**config.mk**
```make
export PLATFORM = sky130hd
export DESIGN_NAME = uas_back_flat
export DESIGN_NICKNAME = d
export VERILOG_FILES = /design/src/upwind_advection_step_2d_assert.svh /design/src/uas_pkg.sv /design/src/uas_if.sv /design/src/uas_back.sv /design/src/flat_wrapper.sv
export SDC_FILE = /design/constraint.sdc
export NUM_CORES = 2
export LEC_CHECK = 0
export ABC_AREA = 1
export BUFFER_PORTS_ARGS = -buffer_cell sky130_fd_sc_hd__buf_4
export CAP_MARGIN = 20
export CORE_UTILIZATION = 30
export DETAILED_ROUTE_END_ITERATION = 6
export HOLD_SLACK_MARGIN = 0.06
export SYNTH_ARGS = -nofsm -noshare
export SYNTH_HDL_FRONTEND = slang
export SYNTH_SLANG_ARGS = --single-unit
```
**constraint.sdc**
```tcl
create_clock -name i_clk -period 9.9 [get_ports i_clk]
set_clock_uncertainty 0.15 [all_clocks]
set_input_delay 1.98 -clock i_clk [delete_from_list [all_inputs] [get_ports i_clk]]
set_output_delay 1.98 -clock i_clk [all_outputs]
set_load 0.05 [all_outputs]
```
**src/upwind_advection_step_2d_assert.svh**
```systemverilog
// Assertion macros shared by the upwind advection block.
// All of them sample on i_clk and are disabled while i_rst_n is low.
`ifndef UPWIND_ADVECTION_STEP_2D_ASSERT_SVH
`define UPWIND_ADVECTION_STEP_2D_ASSERT_SVH

// ante implies cons in the same cycle
`define UAS_ASSERT_IMP(lbl, ante, cons) \
    lbl: assert property (@(posedge i_clk) disable iff (!i_rst_n) (ante) |-> (cons)) \
        else $error("uas assertion failed");

// cond must never hold
`define UAS_ASSERT_NEVER(lbl, cond) \
    lbl: assert property (@(posedge i_clk) disable iff (!i_rst_n) !(cond)) \
        else $error("uas assertion failed");

`endif

```
**src/uas_pkg.sv**
```systemverilog
`timescale 1ns / 1ps
// ----------------------------------------------------------------------------
// uas_pkg
// Constants and types of the 2D first-order upwind advection step.
// ----------------------------------------------------------------------------
package uas_pkg;

    localparam int MAX_WIDTH  = 1024;
    localparam int MAX_HEIGHT = 1024;
    localparam int LINE_DEPTH = MAX_WIDTH + 2;
    localparam int SLOT_W     = $clog2(LINE_DEPTH);
    localparam int MAX_DIM    = (MAX_WIDTH > MAX_HEIGHT) ? MAX_WIDTH : MAX_HEIGHT;
    // position counters reach dim+2
    localparam int POS_W      = $clog2(MAX_DIM + 3);

    localparam int CELL_W     = 32;
    localparam int DIFF_W     = CELL_W + 1;
    localparam int CFL_W      = 18;
    localparam int DIM_W      = 11;
    localparam int PROD_W     = CFL_W + DIFF_W;
    localparam int ACC_W      = PROD_W + 2;
    localparam int FRAC_W     = 16;

    localparam int CFG_IDX_W  = 8;
    localparam int CFG_DATA_W = 32;

    // queue depth, power of two
    localparam int Q_DEPTH    = 4;
    localparam int Q_AW       = $clog2(Q_DEPTH);
    localparam int CNT_W      = $clog2(Q_DEPTH + 1);

    typedef enum logic [CFG_IDX_W-1:0] {
        REG_COURANT_X   = 8'd0,
        REG_COURANT_Y   = 8'd1,
        REG_GRID_WIDTH  = 8'd2,
        REG_GRID_HEIGHT = 8'd3
    } t_reg_idx;

    // configuration as seen by the datapath, dimensions already clamped
    typedef struct packed {
        logic signed [CFL_W-1:0] cx;
        logic signed [CFL_W-1:0] cy;
        logic [POS_W-1:0]        width;
        logic [POS_W-1:0]        height;
    } t_cfg;

    // one classified stencil operation
    typedef struct packed {
        logic signed [CELL_W-1:0] u;
        logic signed [DIFF_W-1:0] dxt;
        logic signed [DIFF_W-1:0] dyt;
        logic                     last;
    } t_op;

    typedef struct packed {
        logic [CNT_W-1:0] count;
    } t_q_stat;

endpackage

```
**src/uas_if.sv**
```systemverilog


interface uas_out_if;
    logic                               valid;
    logic                               ready;
    logic signed [uas_pkg::CELL_W-1:0]  new_value;
    logic                               last_of_frame;

    modport source (output valid, output new_value, output last_of_frame, input ready);
    modport sink   (input valid, input new_value, input last_of_frame, output ready);
endinterface


```
**src/uas_back.sv**
```systemverilog
`timescale 1ns / 1ps
// ----------------------------------------------------------------------------
// uas_back
// Courant products, round to nearest and saturation; drives the result
// channel through an output register.
// ----------------------------------------------------------------------------
module uas_back (
    input  logic          i_clk,
    input  logic          i_rst_n,
    input  uas_pkg::t_cfg i_cfg,
    input  logic          i_op_vld,
    input  uas_pkg::t_op  i_op,
    output logic          o_pop,
    uas_out_if.source     o_result
);

    localparam int CELL_W = uas_pkg::CELL_W;
    localparam int PROD_W = uas_pkg::PROD_W;
    localparam int ACC_W  = uas_pkg::ACC_W;
    localparam int FRAC_W = uas_pkg::FRAC_W;

    logic                     p_take, o_take;

    logic                     r_p_vld;
    logic signed [PROD_W-1:0] r_px, r_py;
    logic signed [CELL_W-1:0] r_pu;
    logic                     r_p_last;

    logic signed [ACC_W-1:0]  acc;
    logic                     ovf;
    logic signed [CELL_W-1:0] sat;

    logic                     r_o_vld;
    logic signed [CELL_W-1:0] r_o_val;
    logic                     r_o_last;

    assign o_take = !r_o_vld || o_result.ready;
    assign p_take = !r_p_vld || o_take;
    assign o_pop  = i_op_vld && p_take;

    always_ff @(posedge i_clk) begin
        if (!i_rst_n) begin
            r_p_vld <= 1'b0;
            r_o_vld <= 1'b0;
        end else begin
            if (p_take) begin
                r_p_vld <= o_pop;
            end
            if (o_take) begin
                r_o_vld <= r_p_vld;
            end
        end
    end

    // exact Q.32 products
    always_ff @(posedge i_clk) begin
        if (p_take) begin
            r_px     <= PROD_W'(i_cfg.cx) * PROD_W'(i_op.dxt);
            r_py     <= PROD_W'(i_cfg.cy) * PROD_W'(i_op.dyt);
            r_pu     <= i_op.u;
            r_p_last <= i_op.last;
        end
    end

    // u*2^16 - products + half, then floor to Q16.16
    always_comb begin
        acc = (ACC_W'(r_pu) <<< FRAC_W) - ACC_W'(r_px) - ACC_W'(r_py)
              + ACC_W'(1 << (FRAC_W - 1));
        ovf = (acc[ACC_W-1:FRAC_W+CELL_W-1] != '0) &&
              (acc[ACC_W-1:FRAC_W+CELL_W-1] != '1);
        if (ovf) begin
            sat = acc[ACC_W-1] ? {1'b1, {(CELL_W-1){1'b0}}} : {1'b0, {(CELL_W-1){1'b1}}};
        end else begin
            sat = acc[FRAC_W+CELL_W-1:FRAC_W];
        end
    end

    always_ff @(posedge i_clk) begin
        if (o_take) begin
            r_o_val  <= sat;
            r_o_last <= r_p_last;
        end
    end

    assign o_result.valid         = r_o_vld;
    assign o_result.new_value     = r_o_val;
    assign o_result.last_of_frame = r_o_last;

endmodule

```
**src/flat_wrapper.sv**
```systemverilog
// flat-port wrapper written by rule: the top's interface ports become plain ports
module uas_back_flat 
  (i_clk, i_rst_n, i_cfg, i_op_vld, i_op, o_pop, o_result_valid, o_result_new_value, o_result_last_of_frame, o_result_ready);
  uas_out_if o_result_i ();
  input  logic i_clk;
  input  logic i_rst_n;
  input  uas_pkg::t_cfg i_cfg;
  input  logic i_op_vld;
  input  uas_pkg::t_op i_op;
  output logic o_pop;
  output wire logic [$bits(o_result_i.valid)-1:0] o_result_valid;
  output wire logic [$bits(o_result_i.new_value)-1:0] o_result_new_value;
  output wire logic [$bits(o_result_i.last_of_frame)-1:0] o_result_last_of_frame;
  input wire logic [$bits(o_result_i.ready)-1:0] o_result_ready;
  assign o_result_valid = o_result_i.valid;
  assign o_result_new_value = o_result_i.new_value;
  assign o_result_last_of_frame = o_result_i.last_of_frame;
  assign o_result_i.ready = o_result_ready;
  uas_back u_core (.i_clk(i_clk), .i_rst_n(i_rst_n), .i_cfg(i_cfg), .i_op_vld(i_op_vld), .i_op(i_op), .o_pop(o_pop), .o_result(o_result_i));
endmodule
```
==> flow_summary.json <==
{
  "status": "complete, no violations",
  "grt_first_pass_wirelength_mm": 239.1,
  "worst-slew-pin-transition_ps": 1045,
  "syn_area_um2": 52450,
  "core_area_um2": 173800,
  "cts_buffers": 17,
  "hold_path_depth": 0,
  "yosys-top-cells-area": "fa_1 45%, inv_1 15%, nand2_1 12%, edfxtp_1 9.6%, ha_1 7.4%",
  "layout_setup_ws_ps": 1899,
  "first_pass_iters": 6,
  "grt_overflow": 0,
  "synth_ff_type": "edfxtp_1",
  "holdPathEnd": "u_core.o_result.last_of_frame",
  "min_path_type": "flop to flop",
  "nFillCells": 18500,
  "root_buffer": "clkbuf_16",
  "antenna_found_initial": 5,
  "drc": 0,
  "startpoint_type": "primary input",
  "critPathArrivalTime_ps": 8100,
  "avgSynthCellArea_um2": 8.003,
  "place_ws_ps": 1454,
  "route.detailed.wl_per_inst_um": 16.83,
  "ant_nets": 0,
  "post-route-period-util_pct": 80.82,
  "viasPerCell": 4.514,
  "drv_cap": 0,
  "rrSetupSlack_ps": 5740,
  "cts_resized": 0,
  "wirelength_mm": 148.3,
  "syn_nets": 8199,
  "yosysSeqAreaShare_pct": 9.695,
  "rsz0062_at_grt": "no",
  "worstSetupEndpointType": "flop",
  "fp.dieW_um": 420.1,
  "die_y_um": 420.1,
  "grt_max_degree": 84,
  "ff_latch_area_um2": 5085,
  "synth_top_area_share_pct": 44.77,
  "async_flop_share_pct": 0,
  "fmax_ghz": 0.1250,
  "cts.reportedPaths.clkPinSlew_ps": 70,
  "min_period_ps": 8001,
  "reg2regPathDepth": 13,
  "slew_headroom_pct": 30.34,
  "cts_hold_buf": 0,
  "drive_gt1_share_pct": 3.656,
  "dp_hpwl_mm": 119.7,
  "clockBufferDepth": 2,
  "crit_fanout": 33,
  "r2r-end": "u_core.o_result.new_value[8]",
  "ys_types": 39,
  "cts_max_level": 4,
  "syn-instance-count": 6554,
  "cts_sinks": 170,
  "grt_usage_pct": 17.38,
  "via_count": 39780,
  "r2r_start": "u_core.r_pu[31]",
  "crit_type": "primary input to flop",
  "drt_iter0_markers": 2682,
  "setup_viol": 0,
  "report.final.hold_viol_count": 0,
  "cp.required_ps": 10000,
  "io_buffers": 173,
  "slew_viol_final": 0,
  "yosys.area.top_type": "fa_1",
  "yosysWarningCount": 0,
  "nNetsFinal": 8115,
  "hp-start": "u_core.r_p_last",
  "cts_setup_buffers": 0,
  "start_util_pct": 30.17,
  "fin_setup_tns_ps": 0,
  "multi_input_area_um2": 38600,
  "gp_congestion": 0.9346,
  "row_count": 153,
  "cts_tree": "built",
  "area_growth_pct": 7.266,
  "grt_pass1_vias": 43520,
  "yosys_register_bits": 170,
  "synth-edff-count": 168,
  "ioPinCount": 196,
  "clkLatencyLatePin_ps": 490,
  "die_area_um2": 176500
}
[worst max-delay path by stage]
stage	cells after the start	slack, ps	to	startpoint
after floorplan	4	1550	o_pop	o_result_ready
after global placement	23	1530	u_core.r_py[46]	i_cfg[25]
after detailed placement	23	1450	u_core.r_py[46]	i_cfg[25]
after CTS	23	1960	u_core.r_py[46]	i_cfg[25]
after global routing	23	1610	u_core.r_py[46]	i_cfg[25]
final	23	1900	u_core.r_py[46]	i_cfg[25]
[synth_stat cells (2+ instances only)]
cell      instances
ha_1            311
inv_2             2
dfxtp_1           2
and2_1            4
o21ai_0          86
nand2_1        1669
o21bai_1         14
a221oi_1          3
nand3_1          76
xnor2_1          53
nand2_2           2
nand3_2           4
nor2_2            3
a21boi_0          2
a21o_1           16
a31oi_1          28
inv_1          2044
o211ai_1          3
nor4_1            6
and3_1            8
nor3_1           18
o21a_1            5
nand4_1          14
nor2_1          276
nor3_2            2
clkbuf_1        242
xor2_1           81
o21ai_1           6
buf_6             6
edfxtp_1        168
buf_1            32
a211oi_1          3
or2_2            13
a21oi_1         175
fa_1           1173
[kinds of logic (layout without fill, tap and decap cells)]
kind of cell | after synthesis | after routing | synth area share, %
flip-flops | 170 | 170 | 9.695
AO/OA/AOI/OAI | 343 | 343 | 3.581
buffers and inverters | 2326 | 2255 | 16.73
AND/OR/NAND/NOR | 2097 | 2097 | 15.56
adder cells (fa/ha/maj) | 1484 | 1484 | 52.19
other | 0 | 3 | 0
XOR/XNOR | 134 | 134 | 2.238
[per-stage QoR]
step | hold slack, ps | cell area (µm²) | instances | util [%]
3_5_place_dp | 337.4 | 55600 | 8776 | 31.99
2_1_floorplan | 250.3 | 52450 | 6554 | -
5_1_grt | 380.3 | 56260 | 8810 | 32.37
6_report | 339.4 | 56260 | 8811 | 32.37
4_1_cts | 346.7 | 56250 | 8808 | 32.36
3_3_place_gp | 319.2 | 55600 | 8776 | 31.99
[per-layer routing]
layer | GRT usage, % | part of all wire [%] | up-vias
met5 | 0 | 0.021 | -
met4 | 6.192 | 3.5 | 4
met3 | 2.708 | 6.5 | 249
met2 | 29.25 | 47 | 1285
met1 | 22.53 | 43 | 19960
li1 | - | - | 18280
[cell type report]
cell class	instances	share of cell area, %
Sequential cell	170	9.038
Tap cell	2325	5.171
Clock inverter	15	0.3981
Multi-Input combinational cell	4058	68.61
Antenna cell	3	0.01334
Inverter	2046	13.65
Timing Repair Buffer	177	2.362
Clock buffer	17	0.7561
[worst max-delay path, stage by stage]
cell	delay, ps
buf_4	410
nand2_1	180
inv_1	160
fa_1	490
inv_1	200
fa_1	460
fa_1	530
inv_1	60
fa_1	500
fa_1	500
inv_1	50
fa_1	480
inv_1	40
ha_1	380
a21oi_1	420
inv_1	70
a21oi_1	170
o21ai_0	110
inv_1	90
nor2_1	50
a211oi_1	220
nand3_1	120
xor2_1	360
[cell usage in the layout, fill, tap and decap left out, drive strengths merged, types with 80 or more instances in the layout]
cell    instances
a21oi         175
buf           177
edfxtp        168
fa           1173
ha            311
inv          2053
nand2        1672
nand3          80
nor2          279
o21ai          92
xor2           81
[sequential cells by signal, summed over array words and instances, names as in the netlist]
| name | cells |
|---|---|
| u_core.o_result.last_of_frame | 1 |
| u_core.o_result.new_value | 32 |
| u_core.o_result.valid | 1 |
| u_core.r_p_last | 1 |
| u_core.r_p_vld | 1 |
| u_core.r_pu | 32 |
| u_core.r_px | 51 |
| u_core.r_py | 51 |
Power is left out: the tool's default activity adds up to more than one toggle a clock period on the data nets, which glitch-free logic cannot reach.
