## src/upwind_advection_step_2d_assert.svh

```systemverilog
// Assertion macros shared by the upwind advection block.
// All of them sample on i_clk and are disabled while i_rst_n is low.
`ifndef UPWIND_ADVECTION_STEP_2D_ASSERT_SVH
`define UPWIND_ADVECTION_STEP_2D_ASSERT_SVH

// ante implies cons in the same cycle
`define UAS_ASSERT_IMP(lbl, ante, cons) \
    lbl: assert property (@(posedge i_clk) disable iff (!i_rst_n) (ante) |-> (cons)) \
        else $error("uas assertion failed");

// cond must never hold
`define UAS_ASSERT_NEVER(lbl, cond) \
    lbl: assert property (@(posedge i_clk) disable iff (!i_rst_n) !(cond)) \
        else $error("uas assertion failed");

`endif

```

## src/uas_pkg.sv

```systemverilog
`timescale 1ns / 1ps
// ----------------------------------------------------------------------------
// uas_pkg
// Constants and types of the 2D first-order upwind advection step.
// ----------------------------------------------------------------------------
package uas_pkg;

    localparam int MAX_WIDTH  = 1024;
    localparam int MAX_HEIGHT = 1024;
    localparam int LINE_DEPTH = MAX_WIDTH + 2;
    localparam int SLOT_W     = $clog2(LINE_DEPTH);
    localparam int MAX_DIM    = (MAX_WIDTH > MAX_HEIGHT) ? MAX_WIDTH : MAX_HEIGHT;
    // position counters reach dim+2
    localparam int POS_W      = $clog2(MAX_DIM + 3);

    localparam int CELL_W     = 32;
    localparam int DIFF_W     = CELL_W + 1;
    localparam int CFL_W      = 18;
    localparam int DIM_W      = 11;
    localparam int PROD_W     = CFL_W + DIFF_W;
    localparam int ACC_W      = PROD_W + 2;
    localparam int FRAC_W     = 16;

    localparam int CFG_IDX_W  = 8;
    localparam int CFG_DATA_W = 32;

    // queue depth, power of two
    localparam int Q_DEPTH    = 4;
    localparam int Q_AW       = $clog2(Q_DEPTH);
    localparam int CNT_W      = $clog2(Q_DEPTH + 1);

    typedef enum logic [CFG_IDX_W-1:0] {
        REG_COURANT_X   = 8'd0,
        REG_COURANT_Y   = 8'd1,
        REG_GRID_WIDTH  = 8'd2,
        REG_GRID_HEIGHT = 8'd3
    } t_reg_idx;

    // configuration as seen by the datapath, dimensions already clamped
    typedef struct packed {
        logic signed [CFL_W-1:0] cx;
        logic signed [CFL_W-1:0] cy;
        logic [POS_W-1:0]        width;
        logic [POS_W-1:0]        height;
    } t_cfg;

    // one classified stencil operation
    typedef struct packed {
        logic signed [CELL_W-1:0] u;
        logic signed [DIFF_W-1:0] dxt;
        logic signed [DIFF_W-1:0] dyt;
        logic                     last;
    } t_op;

    typedef struct packed {
        logic [CNT_W-1:0] count;
    } t_q_stat;

endpackage

```

## src/uas_queue.sv

```systemverilog
`timescale 1ns / 1ps
// ----------------------------------------------------------------------------
// uas_queue
// Short FIFO of stencil operations between front and back.
// ----------------------------------------------------------------------------
`include "upwind_advection_step_2d_assert.svh"

module uas_queue (
    input  logic             i_clk,
    input  logic             i_rst_n,
    input  logic             i_push,
    input  uas_pkg::t_op     i_op,
    input  logic             i_pop,
    output logic             o_valid,
    output uas_pkg::t_op     o_op,
    output uas_pkg::t_q_stat o_stat
);

    localparam int Q_AW  = uas_pkg::Q_AW;
    localparam int CNT_W = uas_pkg::CNT_W;

    uas_pkg::t_op     r_mem [uas_pkg::Q_DEPTH];
    logic [Q_AW-1:0]  r_wr_ptr;
    logic [Q_AW-1:0]  r_rd_ptr;
    logic [CNT_W-1:0] r_cnt, n_cnt;

    always_comb begin
        n_cnt = r_cnt;
        if (i_push && !i_pop) begin
            n_cnt = r_cnt + CNT_W'(1);
        end else if (!i_push && i_pop) begin
            n_cnt = r_cnt - CNT_W'(1);
        end
    end

    always_ff @(posedge i_clk) begin
        if (!i_rst_n) begin
            r_wr_ptr <= '0;
            r_rd_ptr <= '0;
            r_cnt    <= '0;
        end else begin
            if (i_push) begin
                r_wr_ptr <= r_wr_ptr + Q_AW'(1);
            end
            if (i_pop) begin
                r_rd_ptr <= r_rd_ptr + Q_AW'(1);
            end
            r_cnt <= n_cnt;
        end
    end

    always_ff @(posedge i_clk) begin
        if (i_push) begin
            r_mem[r_wr_ptr] <= i_op;
        end
    end

    assign o_valid      = r_cnt != '0;
    assign o_op         = r_mem[r_rd_ptr];
    assign o_stat.count = r_cnt;

    `UAS_ASSERT_IMP(a_no_overflow, i_push, r_cnt != CNT_W'(uas_pkg::Q_DEPTH) || i_pop)
    `UAS_ASSERT_NEVER(a_no_underflow, i_pop && r_cnt == '0)

endmodule

```

## config.mk

```make
export PLATFORM = sky130hd
export DESIGN_NAME = uas_queue
export DESIGN_NICKNAME = d
export VERILOG_FILES = /design/src/uas_pkg.sv /design/src/uas_queue.sv
export VERILOG_INCLUDE_DIRS = /design/src /design/src/src
export SDC_FILE = /design/constraint.sdc
export NUM_CORES = 1
export LEC_CHECK = 0
export CORE_ASPECT_RATIO = 1.1
export CORE_MARGIN = 2
export CORE_UTILIZATION = 35
export CTS_BUF_LIST = sky130_fd_sc_hd__clkbuf_8
export DETAILED_ROUTE_END_ITERATION = 16
export DONT_BUFFER_PORTS = 1
export PLACE_DENSITY = 0.48
export SETUP_SLACK_MARGIN = 0.4
export SLEW_MARGIN = 30
export SYNTH_ARGS = -nofsm -noshare
export SYNTH_HDL_FRONTEND = slang
export SYNTH_SLANG_ARGS = --single-unit
```

## constraint.sdc

```tcl
create_clock -name i_clk -period 6.4 [get_ports i_clk]
set_clock_uncertainty 0.05 [all_clocks]
set_input_delay 0.32 -clock i_clk [delete_from_list [all_inputs] [get_ports i_clk]]
set_output_delay 0.32 -clock i_clk [all_outputs]
set_load 0.01 [all_outputs]
```

==> impl_results.md, run 1 <==
- Total grt overflow: 0
- Actual slew at the worst max-slew pin: slightly above 900 ps
- Setup_tns: 0 ps
- Ports: 206
- Ys async rst share: 0%
- Cell Chain, Critical Path: buf_4 > mux4_2
- All-Layer GR Usage: between 10% and 20%
- Vias in the first global route: 7,164
- Largest net degree at the start of global routing: between 50 and 60
- Initial antenna violation count: 5
- Fillers: ~3,600
- Die H: around 220 um
- CTS tree: yes
- Final Hold Fails: 0
- # Max-Cap Violations: 0
- Worst-path fanout max: 53
- Sequential Area: ~12,000 sq um
- Layout cell share with drive strength beyond 1: ~25%
- Setup Fix Bufs, Post-CTS: 0
- Setup-failing EPs final: 0
- Synth Area per Inst: between 20 and 30 sq um
- Relative slew slack: roughly two fifths
- Count leader, synth: edfxtp_1
- Post-synth EDFFs: roughly 400
- R2r setup slk: 3860 ps
- Pleak: roughly 5.6 nW
- Mapped Area: approximately 15,000 sq um
- Gates resized, CTS repair: 0
- Max stage delay on crit path: about 800 ps
- HPWL after DPL: about 17,000 um
- Peak supply drop: 158 uV
- Ys flop type: edfxtp_1
- CP top delay family: flip-flops
- Reg2reg path depth: 3
- Port Buffers: 0
- Core Util, Final: between 40% and 50%
- DR WL/cell: about 22 um
- WHS: about 120 ps
- Cell count after synthesis: about 560
- CP endpoint: o_op[39]
- Die width: ~200 um
- Post-synthesis sequential area ratio: between 80% and 90%
- CP max stage cell: dfxtp_4
- Final Max Slew Viols: 0
- Data required time at the worst endpoint: around 6000 ps
- Remaining antenna violation count after routing: 0
- Cts bufs inserted: 67
- Vias per cell: around 4.8
- Placed Cells: ~1,100
- 1st-iter DRT viols: 219
- Htree depth: 3
- Worst r2r src: r_wr_ptr[0]$_SDFFE_PN0P_
- Area leader, netlist: edfxtp_1
- #FFs+latches synth: 405
- Yosys top cell area share: roughly 81%
- Final setup margin: between 3000 and 4000 ps
- Critical Path AT: between 2000 and 3000 ps
- Pwr per Cell Area: around 320 nW/um^2
- Clk slew on worst S/H paths: about 60 ps
- Synth top area cells: edfxtp_1 (81%), mux4_2 (15%), dfxtp_1 (1.2%), ha_1 (0.43%), and2_1 (0.38%)
- Core area: a little over 40,000 sq um
- CTS root buf: clkbuf_8
- Clk_lat worst skew: 590 ps
- Synthesized Nets: roughly 670
- Final period utilization: between 40 and 50%
- Worst-case clock buffer depth: 3
- Buf/Inv on CP: 1
- Hold Path Class: primary input to register
- Layout area overhead: 19.8%
- Die Area: 43,600 sq um
- Gp weighted congestion: 0.701
- CP Capture Type: primary output
- Ys Warns: 0
- Multi-input gate area: 2480 sq um
- Critical Path Stages: 2
- Status: finished clean
- Site Rows: just under 80
- CP startpoint kind: register
- Pre-CTS WS: roughly 3700 ps
- RR Endpoint: r_mem[1][2]$_DFFE_PP_
- Routed WL: ~29,000 um
- Maximum clock frequency: approximately 310 MHz
- WS Path Type: register to primary output
- # DRC: 0
- Via Count: 6,339
- First-pass GRT wire length: roughly 44,000 um
- First-pass DRT Iterations: 4
- Unrepaired setup endpoints after global routing: no
- Initial Utilization: a little over a third
- Most frequent cells after synthesis: edfxtp_1 (396), mux4_2 (99), buf_2 (10)
- CTS sink count: approximately 410
- Nets@finish: about 830
- Crit path time final: roughly 3200 ps
- Post-synthesis cell type count: 20
- Final Non-Filler Cells: approximately 1,300
==> where the power goes <==
group | internal [mW] | total [mW] | switching [mW]
Combinational | 0.207 | 0.490 | 0.283
Clock | 1.10 | 2.06 | 0.955
Sequential | 3.05 | 3.09 | 0.0421
Total | 4.36 | 5.64 | 1.28
==> worst reg2reg max path, cell delays in order, from the launching register on <==
cell	delay [ps]
dfxtp_1	400
ha_1	170
and2_4	700
buf_4	800
==> worst min-delay path by stage <==
stage          slack [ps]  startpoint  cells past startpoint                     end
6_report              120      i_push                      3  o_stat[1]$_SDFFE_PN0P_
5_1_grt                90      i_push                      3  o_stat[1]$_SDFFE_PN0P_
4_1_cts                60      i_push                      3  o_stat[1]$_SDFFE_PN0P_
3_3_place_gp          370    i_op[63]                      0  r_mem[2][63]$_DFFE_PP_
2_1_floorplan         370     i_op[0]                      0   r_mem[0][0]$_DFFE_PP_
3_5_place_dp          370    i_op[57]                      0  r_mem[0][57]$_DFFE_PP_
==> metrics by stage <==
step / power (mW) / instance area [sq um]
2_1_floorplan: 3.47 / 14700
3_3_place_gp: 3.56 / 15300
3_5_place_dp: 3.58 / 15300
4_1_cts: 5.75 / 17600
5_1_grt: 5.89 / 17600
6_report: 5.64 / 17600
==> timing repair <==
action                     4_1_cts  5_1_grt
hold buffers                   103        0
hold endpoints to repair       405        0
setup endpoints to repair        0        0
==> area by class of cell <==
type	instances	area share [%]
Inverter	4	0.0854
Sequential cell	405	68.7
Clock buffer	71	5.56
Clock inverter	45	1.36
Timing Repair Buffer	110	6.20
Multi-Input combinational cell	128	14.1
Antenna cell	2	0.0285
Tap cell	560	3.98
==> cell families (layout without fill, tap and decap cells) <==
logic type / Yosys count / in the layout / synth area share, %
other: 0 / 2 / 0
adders and majority gates: 6 / 6 / 0.562
and+or+nand+nor: 14 / 14 / 0.579
buffers and inverters: 26 / 230 / 0.980
AOI/OAI and AO/OA: 2 / 2 / 0.0852
muxes: 101 / 101 / 15.3
DFF: 405 / 405 / 82.2
xor gates and xnor gates: 5 / 5 / 0.298
==> metal layers <==
| layer | GRT usage (%) | vias to the layer above | wire length (um) | share of wire (%) |
|---|---|---|---|---|
| met4 | 6.17 | 6 | 881 | 3.0 |
| met2 | 23.3 | 200 | 15000 | 51 |
| li1 | - | 2730 | - | - |
| met5 | 0 | - | 42 | 0.14 |
| met1 | 15.6 | 3333 | 11200 | 38 |
| met3 | 5.23 | 70 | 2370 | 8.0 |
==> registers in the layout, summed over array words and instances (netlist names), named ones only <==
name and cells:
r_rd_ptr 2, r_wr_ptr 2, o_stat 3, r_mem 396
==> cell usage in the layout (no fill, tap or decap), types with 2 or more instances in the layout <==
master         netlist  routed
dlygate4sd3_1        0     103
clkinv_2             0       7
buf_4                1       5
or3_1                2       2
bufinv_16            0       2
dfxtp_1              9       7
and2_1               9       5
inv_1                4      24
clkinv_1             0      14
clkbuf_8             0      71
xnor2_1              2       2
and2_4               0       4
dfxtp_4              0       2
buf_6                1       2
xor2_1               3       3
nor2b_1              2       2
edfxtp_1           396     396
mux2i_1              2       2
diode_2              0       2
ha_1                 5       5
mux4_2              99      99
Power figures use the tool's default switching activity.
==> inputs of run 2 (changes only) <==
--- a/config.mk
+++ b/config.mk
@@ -12,7 +12,7 @@
 export CTS_BUF_LIST = sky130_fd_sc_hd__clkbuf_8
 export DETAILED_ROUTE_END_ITERATION = 16
 export DONT_BUFFER_PORTS = 1
-export PLACE_DENSITY = 0.48
+export PLACE_DENSITY = 0.5
 export SETUP_SLACK_MARGIN = 0.4
 export SLEW_MARGIN = 30
 export SYNTH_ARGS = -nofsm -noshare
==> constraint.sdc (replaced) <==
create_clock -name i_clk -period 2.79 [get_ports i_clk]
set_clock_uncertainty 0.05 [all_clocks]
set_input_delay 0.1395 -clock i_clk [delete_from_list [all_inputs] [get_ports i_clk]]
set_output_delay 0.1395 -clock i_clk [all_outputs]
set_load 0.01 [all_outputs]
==> run 2 against run 1 <==
Against the previous run:
- clock power increased by 140%
- sequential share of layout area decreased by 1.2 points
- die area unchanged
- routed wire length increased by 0.59%
- worst setup slack got worse by 2700 ps
- worst hold slack got worse by 43 ps
- combinational power increased by 140%
- largest power group unchanged
- non-clock buffer count increased by 14
- cell count increased by 1.2%
- critical endpoint is now o_op[29]
- clock-buffer cell count decreased by 2
- global-route usage about the same
- core utilization increased by 0.79 points
==> impl_results.md, run 2 (synthesis results as in run 1) <==
- CP startpoint kind: register
- Via Count: ~6,400
- Unrepaired setup endpoints after global routing: no
- Htree depth: 3
- Commonest cells after routing, fill and taps aside: edfxtp_1 (396), dlygate4sd3_1 (104), mux4_2 (99), clkbuf_8 (69), inv_1 (20)
- Worst r2r src: r_wr_ptr[0]$_SDFFE_PN0P_
- Initial Utilization: 35.6%
- Total grt overflow: 0
- CTS tree: yes
- Buf/Inv on CP: 1
- Worst-case clock buffer depth: 3
- Cell Chain, Critical Path: bufbuf_16 > mux4_2
- CTS root buf: clkbuf_8
- Final Max Slew Viols: 0
- Data required time at the worst endpoint: 2600 ps
- Final period utilization: 80.3%
- Gp weighted congestion: approximately 0.67
- Largest net degree at the start of global routing: 38
- Critical Path Stages: 2
- Commonest non-fill, non-tap cell in the layout: edfxtp_1
- Initial antenna violation count: 1
- First-pass DRT Iterations: 4
- 1st-iter DRT viols: 225
- Peak supply drop: between 400 and 500 uV
- Max reg flops: just under 400
- Final Hold Fails: 0
- Status: finished clean
- Maximum clock frequency: approximately 450 MHz
- CP Capture Type: primary output
- HPWL after DPL: approximately 17,000 um
- RR Endpoint: r_mem[2][93]$_DFFE_PP_
- CP max stage cell: mux4_2
- All-Layer GR Usage: between 10% and 20%
- First-pass GRT wire length: roughly 44,000 um
- R2r setup slk: 870 ps
- Die Area: between 40,000 and 50,000 sq um
- Vias in the first global route: 7,135
- DR WL/cell: ~22 um
- Actual slew at the worst max-slew pin: approximately 600 ps
- Clk_lat worst skew: ~600 ps
- Setup_tns: 0 ps
- Critical Path AT: ~2000 ps
- Remaining antenna violation count after routing: 0
- Nets@finish: 839
- Vias per cell: about 4.8
- Worst-path fanout max: 32
- Max stage delay on crit path: around 600 ps
- CP top delay family: multiplexers
- Layout area overhead: 22.0%
- Setup-failing EPs final: 0
- Crit path time final: about 2200 ps
- Layout cell share with drive strength beyond 1: between 20% and 30%
- Core area: slightly above 40,000 sq um
- Die width: about 200 um
- Hold Path Class: primary input to register
- Cts bufs inserted: 67
- Pleak: about 5.7 nW
- CTS sink count: 405
- Core Util, Final: a little over two fifths
- WS Path Type: register to primary output
- Ports: around 210
- # Max-Cap Violations: 0
- # DRC: 0
- Port Buffers: 0
- Clk slew on worst S/H paths: ~70 ps
- Relative slew slack: 60.3%
- CP endpoint: o_op[29]
- Pwr per Cell Area: 742 nW/um^2
- Routed WL: 29,600 um
- Biggest register: r_mem
- Die H: roughly 220 um
- Reg2reg path depth: 4
- Site Rows: 78
==> run 2: cell types whose count changed in the layout (fill, tap and decap cells not counted) <==
| cell | change |
|---|---|
| buf_12 | +7 |
| buf_4 | +5 |
| clkinv_1 | +4 |
| inv_1 | -4 |
| bufinv_16 | +3 |
| buf_16 | +2 |
| buf_6 | -2 |
| clkbuf_8 | -2 |
| bufbuf_16 | +1 |
| clkinv_2 | +1 |
| clkinvlp_4 | +1 |
| diode_2 | -1 |
| dlygate4sd3_1 | +1 |
==> run 2: what timing repair did <==
action	CTS	global route
resized for setup	1	0
setup buffers	1	0
endpoints found under the hold margin	498	0
endpoints found under the setup margin	68	0
hold buffers	104	0
==> run 2: layer usage <==
layer	global-route usage (%)	part of all wire, %	vias to the layer above
met2	23.8	52	209
met1	15.6	39	3348
met5	0	0	-
met3	4.55	6.8	61
met4	6.40	2.7	0
li1	-	-	2767
==> run 2: tightest hold or removal path, cell delays in order <==
cell	delay, ps
inv_1	30
ha_1	180
xor2_1	80
o21ai_0	150
a21boi_0	90
==> run 2: worst min path at each step <==
stage                             end      from  slack (ps)  depth (start not counted)
5_1_grt        o_stat[2]$_SDFFE_PN0P_     i_pop          60                          5
3_3_place_gp   r_mem[0][63]$_DFFE_PP_  i_op[63]         190                          0
6_report       o_stat[2]$_SDFFE_PN0P_     i_pop          80                          5
3_5_place_dp   r_mem[3][63]$_DFFE_PP_  i_op[63]         190                          0
4_1_cts        o_stat[2]$_SDFFE_PN0P_     i_pop           3                          5
2_1_floorplan   r_mem[0][0]$_DFFE_PP_   i_op[0]         190                          0
==> run 2: cell type report <==
cell class                      count  area, sq um
Clock inverter                     50          342
Tap cell                          560          701
Clock buffer                       69          950
Sequential cell                   405        12100
Antenna cell                        1         2.50
Inverter                            4         15.0
Fill cell                        3492        23400
Multi-Input combinational cell    128         2480
Timing Repair Buffer              124         1340
==> run 2: through the flow <==
step | setup slack, ps | cell area, sq um | instances | power (mW) | hold slack, ps
2_1_floorplan | 536 | 14700 | 559 | 7.94 | 188
3_3_place_gp | 880 | 15500 | 1115 | 8.20 | 189
3_5_place_dp | 839 | 15500 | 1115 | 8.23 | 189
4_1_cts | 439 | 17900 | 1340 | 13.5 | 2.88
5_1_grt | 425 | 17900 | 1341 | 13.9 | 63.8
6_report | 550 | 17900 | 1341 | 13.3 | 77.7
==> run 2: where the power goes <==
part / total [mW] / internal, mW / leakage (nW) / switching, mW
clock network: 5.02 / 2.76 / 0.716 / 2.26
logic: 1.19 / 0.527 / 1.27 / 0.664
registers: 7.08 / 6.99 / 3.71 / 0.0860
total: 13.3 / 10.3 / 5.69 / 3.01
==> inputs of run 3 (changes only) <==
--- a/config.mk
+++ b/config.mk
@@ -12,7 +12,7 @@
 export CTS_BUF_LIST = sky130_fd_sc_hd__clkbuf_8
 export DETAILED_ROUTE_END_ITERATION = 16
 export DONT_BUFFER_PORTS = 1
-export PLACE_DENSITY = 0.5
+export PLACE_DENSITY = 0.48
 export SETUP_SLACK_MARGIN = 0.4
 export SLEW_MARGIN = 30
 export SYNTH_ARGS = -nofsm -noshare
==> constraint.sdc (replaced) <==
create_clock -name i_clk -period 2.1 [get_ports i_clk]
set_clock_uncertainty 0.05 [all_clocks]
set_input_delay 0.105 -clock i_clk [delete_from_list [all_inputs] [get_ports i_clk]]
set_output_delay 0.105 -clock i_clk [all_outputs]
set_load 0.01 [all_outputs]
==> run 3 against run 2 <==
Against the previous run:
- worst hold slack better by 7.5 ps
- worst setup slack worse by 520 ps
- design area is 2.1% higher
- via count is 0.86% higher
- total power is 32% higher
- global-route usage is 0.34 points higher
- register-to-register slack worse by 370 ps
- clock-buffer cell count is 3 higher
- core utilization is 0.92 points higher
- critical endpoint is now o_op[84]
- highest routed layer is now met5
- routed wire length is 1.2% higher
- flip-flop and latch count stayed put
==> impl_results.md, run 3 (synthesis results as in run 1) <==
- First-pass GRT wire length: about 44,000 um
- Worst-case clock buffer depth: 3
- Worst-path fanout max: 13
- CP top delay family: multiplexers
- Final Max Slew Viols: 0
- Int Power: ~14 mW
- Die H: between 200 and 250 um
- Die width: 199 um
- Sw frac: 22.5%
- Switching power total: slightly below 4 mW
- Hold path depth: 3
- Relative slew slack: 74.8%
- Setup-failing EPs final: 0
- Unrepaired setup endpoints after global routing: yes
- Data required time at the worst endpoint: about 2000 ps
- Commonest cells after routing, fill and taps aside: edfxtp_1 (396), dlygate4sd3_1 (102), mux4_2 (99), clkbuf_8 (72), inv_1 (17)
- Peak supply drop: 624 uV
- Biggest register: r_mem
- Via Count: 6,440
- Initial antenna violation count: 2
- Placed Cells: around 1,100
- CP startpoint kind: register
- Max reg flops: slightly below 400
- Comb power frac: 10.0%
- Gp weighted congestion: roughly 0.7
- Layout cell share with drive strength beyond 1: slightly below 30%
- Buf/Inv on CP: 2
- Crit path time final: approximately 2100 ps
- Clock power share: ~37%
- DR WL/cell: about 22 um
- Critical Path AT: ~1900 ps
- Pwr per Cell Area: just under 1000 nW/um^2
- Cts bufs inserted: 67
- Final period utilization: a little over nine tenths
- # Max-Cap Violations: 0
- Initial Utilization: ~36%
- CTS tree: yes
- HPWL after DPL: 17,300 um
- WS Path Type: register to primary output
- All-Layer GR Usage: 14.2%
- Core area: roughly 41,000 sq um
- Site Rows: slightly below 80
- Status: finished clean
- Actual slew at the worst max-slew pin: ~380 ps
- # DRC: 0
- Ports: 206
- Fillers: 3,498
- 1st-iter DRT viols: between 300 and 400
- Pleak: around 5.9 nW
- CTS sink count: 405
- Remaining antenna violation count after routing: 0
- Die Area: 43,600 sq um
- Max stage delay on crit path: approximately 590 ps
- Ant. Diodes: 0
- Maximum clock frequency: about 480 MHz
- Hold Path Class: primary input to register
- CTS root buf: clkbuf_8
- Clk slew on worst S/H paths: ~50 ps
- Sequential Power Share: 53.4%
- Clk_lat worst skew: around 590 ps
- Largest net degree at the start of global routing: 51
- Total grt overflow: 0
- Reg2reg path depth: 4
- Final Non-Filler Cells: about 1,400
- Nets@finish: between 800 and 900
- Routed WL: 29,900 um
- Critical Path Stages: 3
- Final Hold Fails: 0
- Layout area overhead: 24.6%
- First-pass DRT Iterations: 6
- CP max stage cell: mux4_2
- Vias per cell: 4.76
- Htree depth: 3
- Cell Chain, Critical Path: buf_12 > buf_16 > mux4_2
- Port Buffers: 0
- Vias in the first global route: 7,234
- Commonest non-fill, non-tap cell in the layout: edfxtp_1
- CP Capture Type: primary output
- Total power: between 15 and 20 mW
## run 3: changes by cell type in the layout (fill, tap and decap cells not counted), sizes merged
cell / delta
clkinv: -2
diode: -1
bufinv: -2
clkbuf: +6
dlygate4sd3: -2
buf: +14
inv: -1
dlymetal6s4s: +1
## run 3: layer usage
layer / share of wire, % / track usage [%] / up-vias / wire [um]
met2: 51 / 23.2 / 191 / 15200
met3: 7.1 / 5.04 / 48 / 2120
met5: 0.043 / 0 / - / 13
li1: - / - / 2793 / -
met4: 2.5 / 6.62 / 2 / 759
met1: 40 / 16.8 / 3406 / 11900
## run 3: timing repair
action                     4_1_cts  5_1_grt
buffers inserted                 4        3
setup endpoints to repair       99      100
gates resized for setup         13       10
hold endpoints to repair       631        0
hold buffers                   104        0
cloned                           2        3
## run 3: worst paths after layout
check | startpoint | endpoint | slack (ps)
setup / recovery | register | o_op[84] | 30
hold / removal | i_push | r_wr_ptr[1]$_SDFFE_PN0P_ | 90
setup reg to reg | r_wr_ptr[1]$_SDFFE_PN0P_ | r_mem[1][81]$_DFFE_PP_ | 500
hold reg to reg | r_wr_ptr[1]$_SDFFE_PN0P_ | r_wr_ptr[1]$_SDFFE_PN0P_ | 500
## run 3: power by group through the flow
stage	Combinational [mW]	Sequential [mW]	Clock [mW]
after floorplan	1.01	9.53	0
after global placement	1.41	9.56	0
after detailed placement	1.41	9.59	0
after CTS	1.77	9.40	6.75
after global routing	1.90	9.42	7.09
final	1.76	9.39	6.46
## run 3: final cells by class
type                       count  area, sq um  area share [%]
sequential                   405        12100            66.0
timing repair buffer         140         1760            9.60
inverter                       4         15.0          0.0821
tap                          560          701            3.83
multi-input combinational    128         2480            13.6
clock inverter                45          267            1.46
clock buffer                  72          991            5.42
## run 3: per-stage QoR
stage | setup TNS, ps | utilization, % | hold slack (ps) | worst slack [ps] | instance area [sq um]
2_1_floorplan | 0 | - | 154 | 389 | 14700
3_5_place_dp | 0 | 38.0 | 154 | 405 | 15700
4_1_cts | -2540 | 44.0 | 58.8 | -63.8 | 18200
5_1_grt | -3990 | 44.3 | 86.2 | -71.3 | 18300
6_report | 0 | 44.3 | 85.2 | 29.3 | 18300
3_3_place_gp | 0 | 38.0 | 154 | 412 | 15700
## run 3: worst min-delay path, cell delays in order
cell and delay, ps:
dlymetal6s4s_1 340, mux2i_1 190, nor2b_1 50
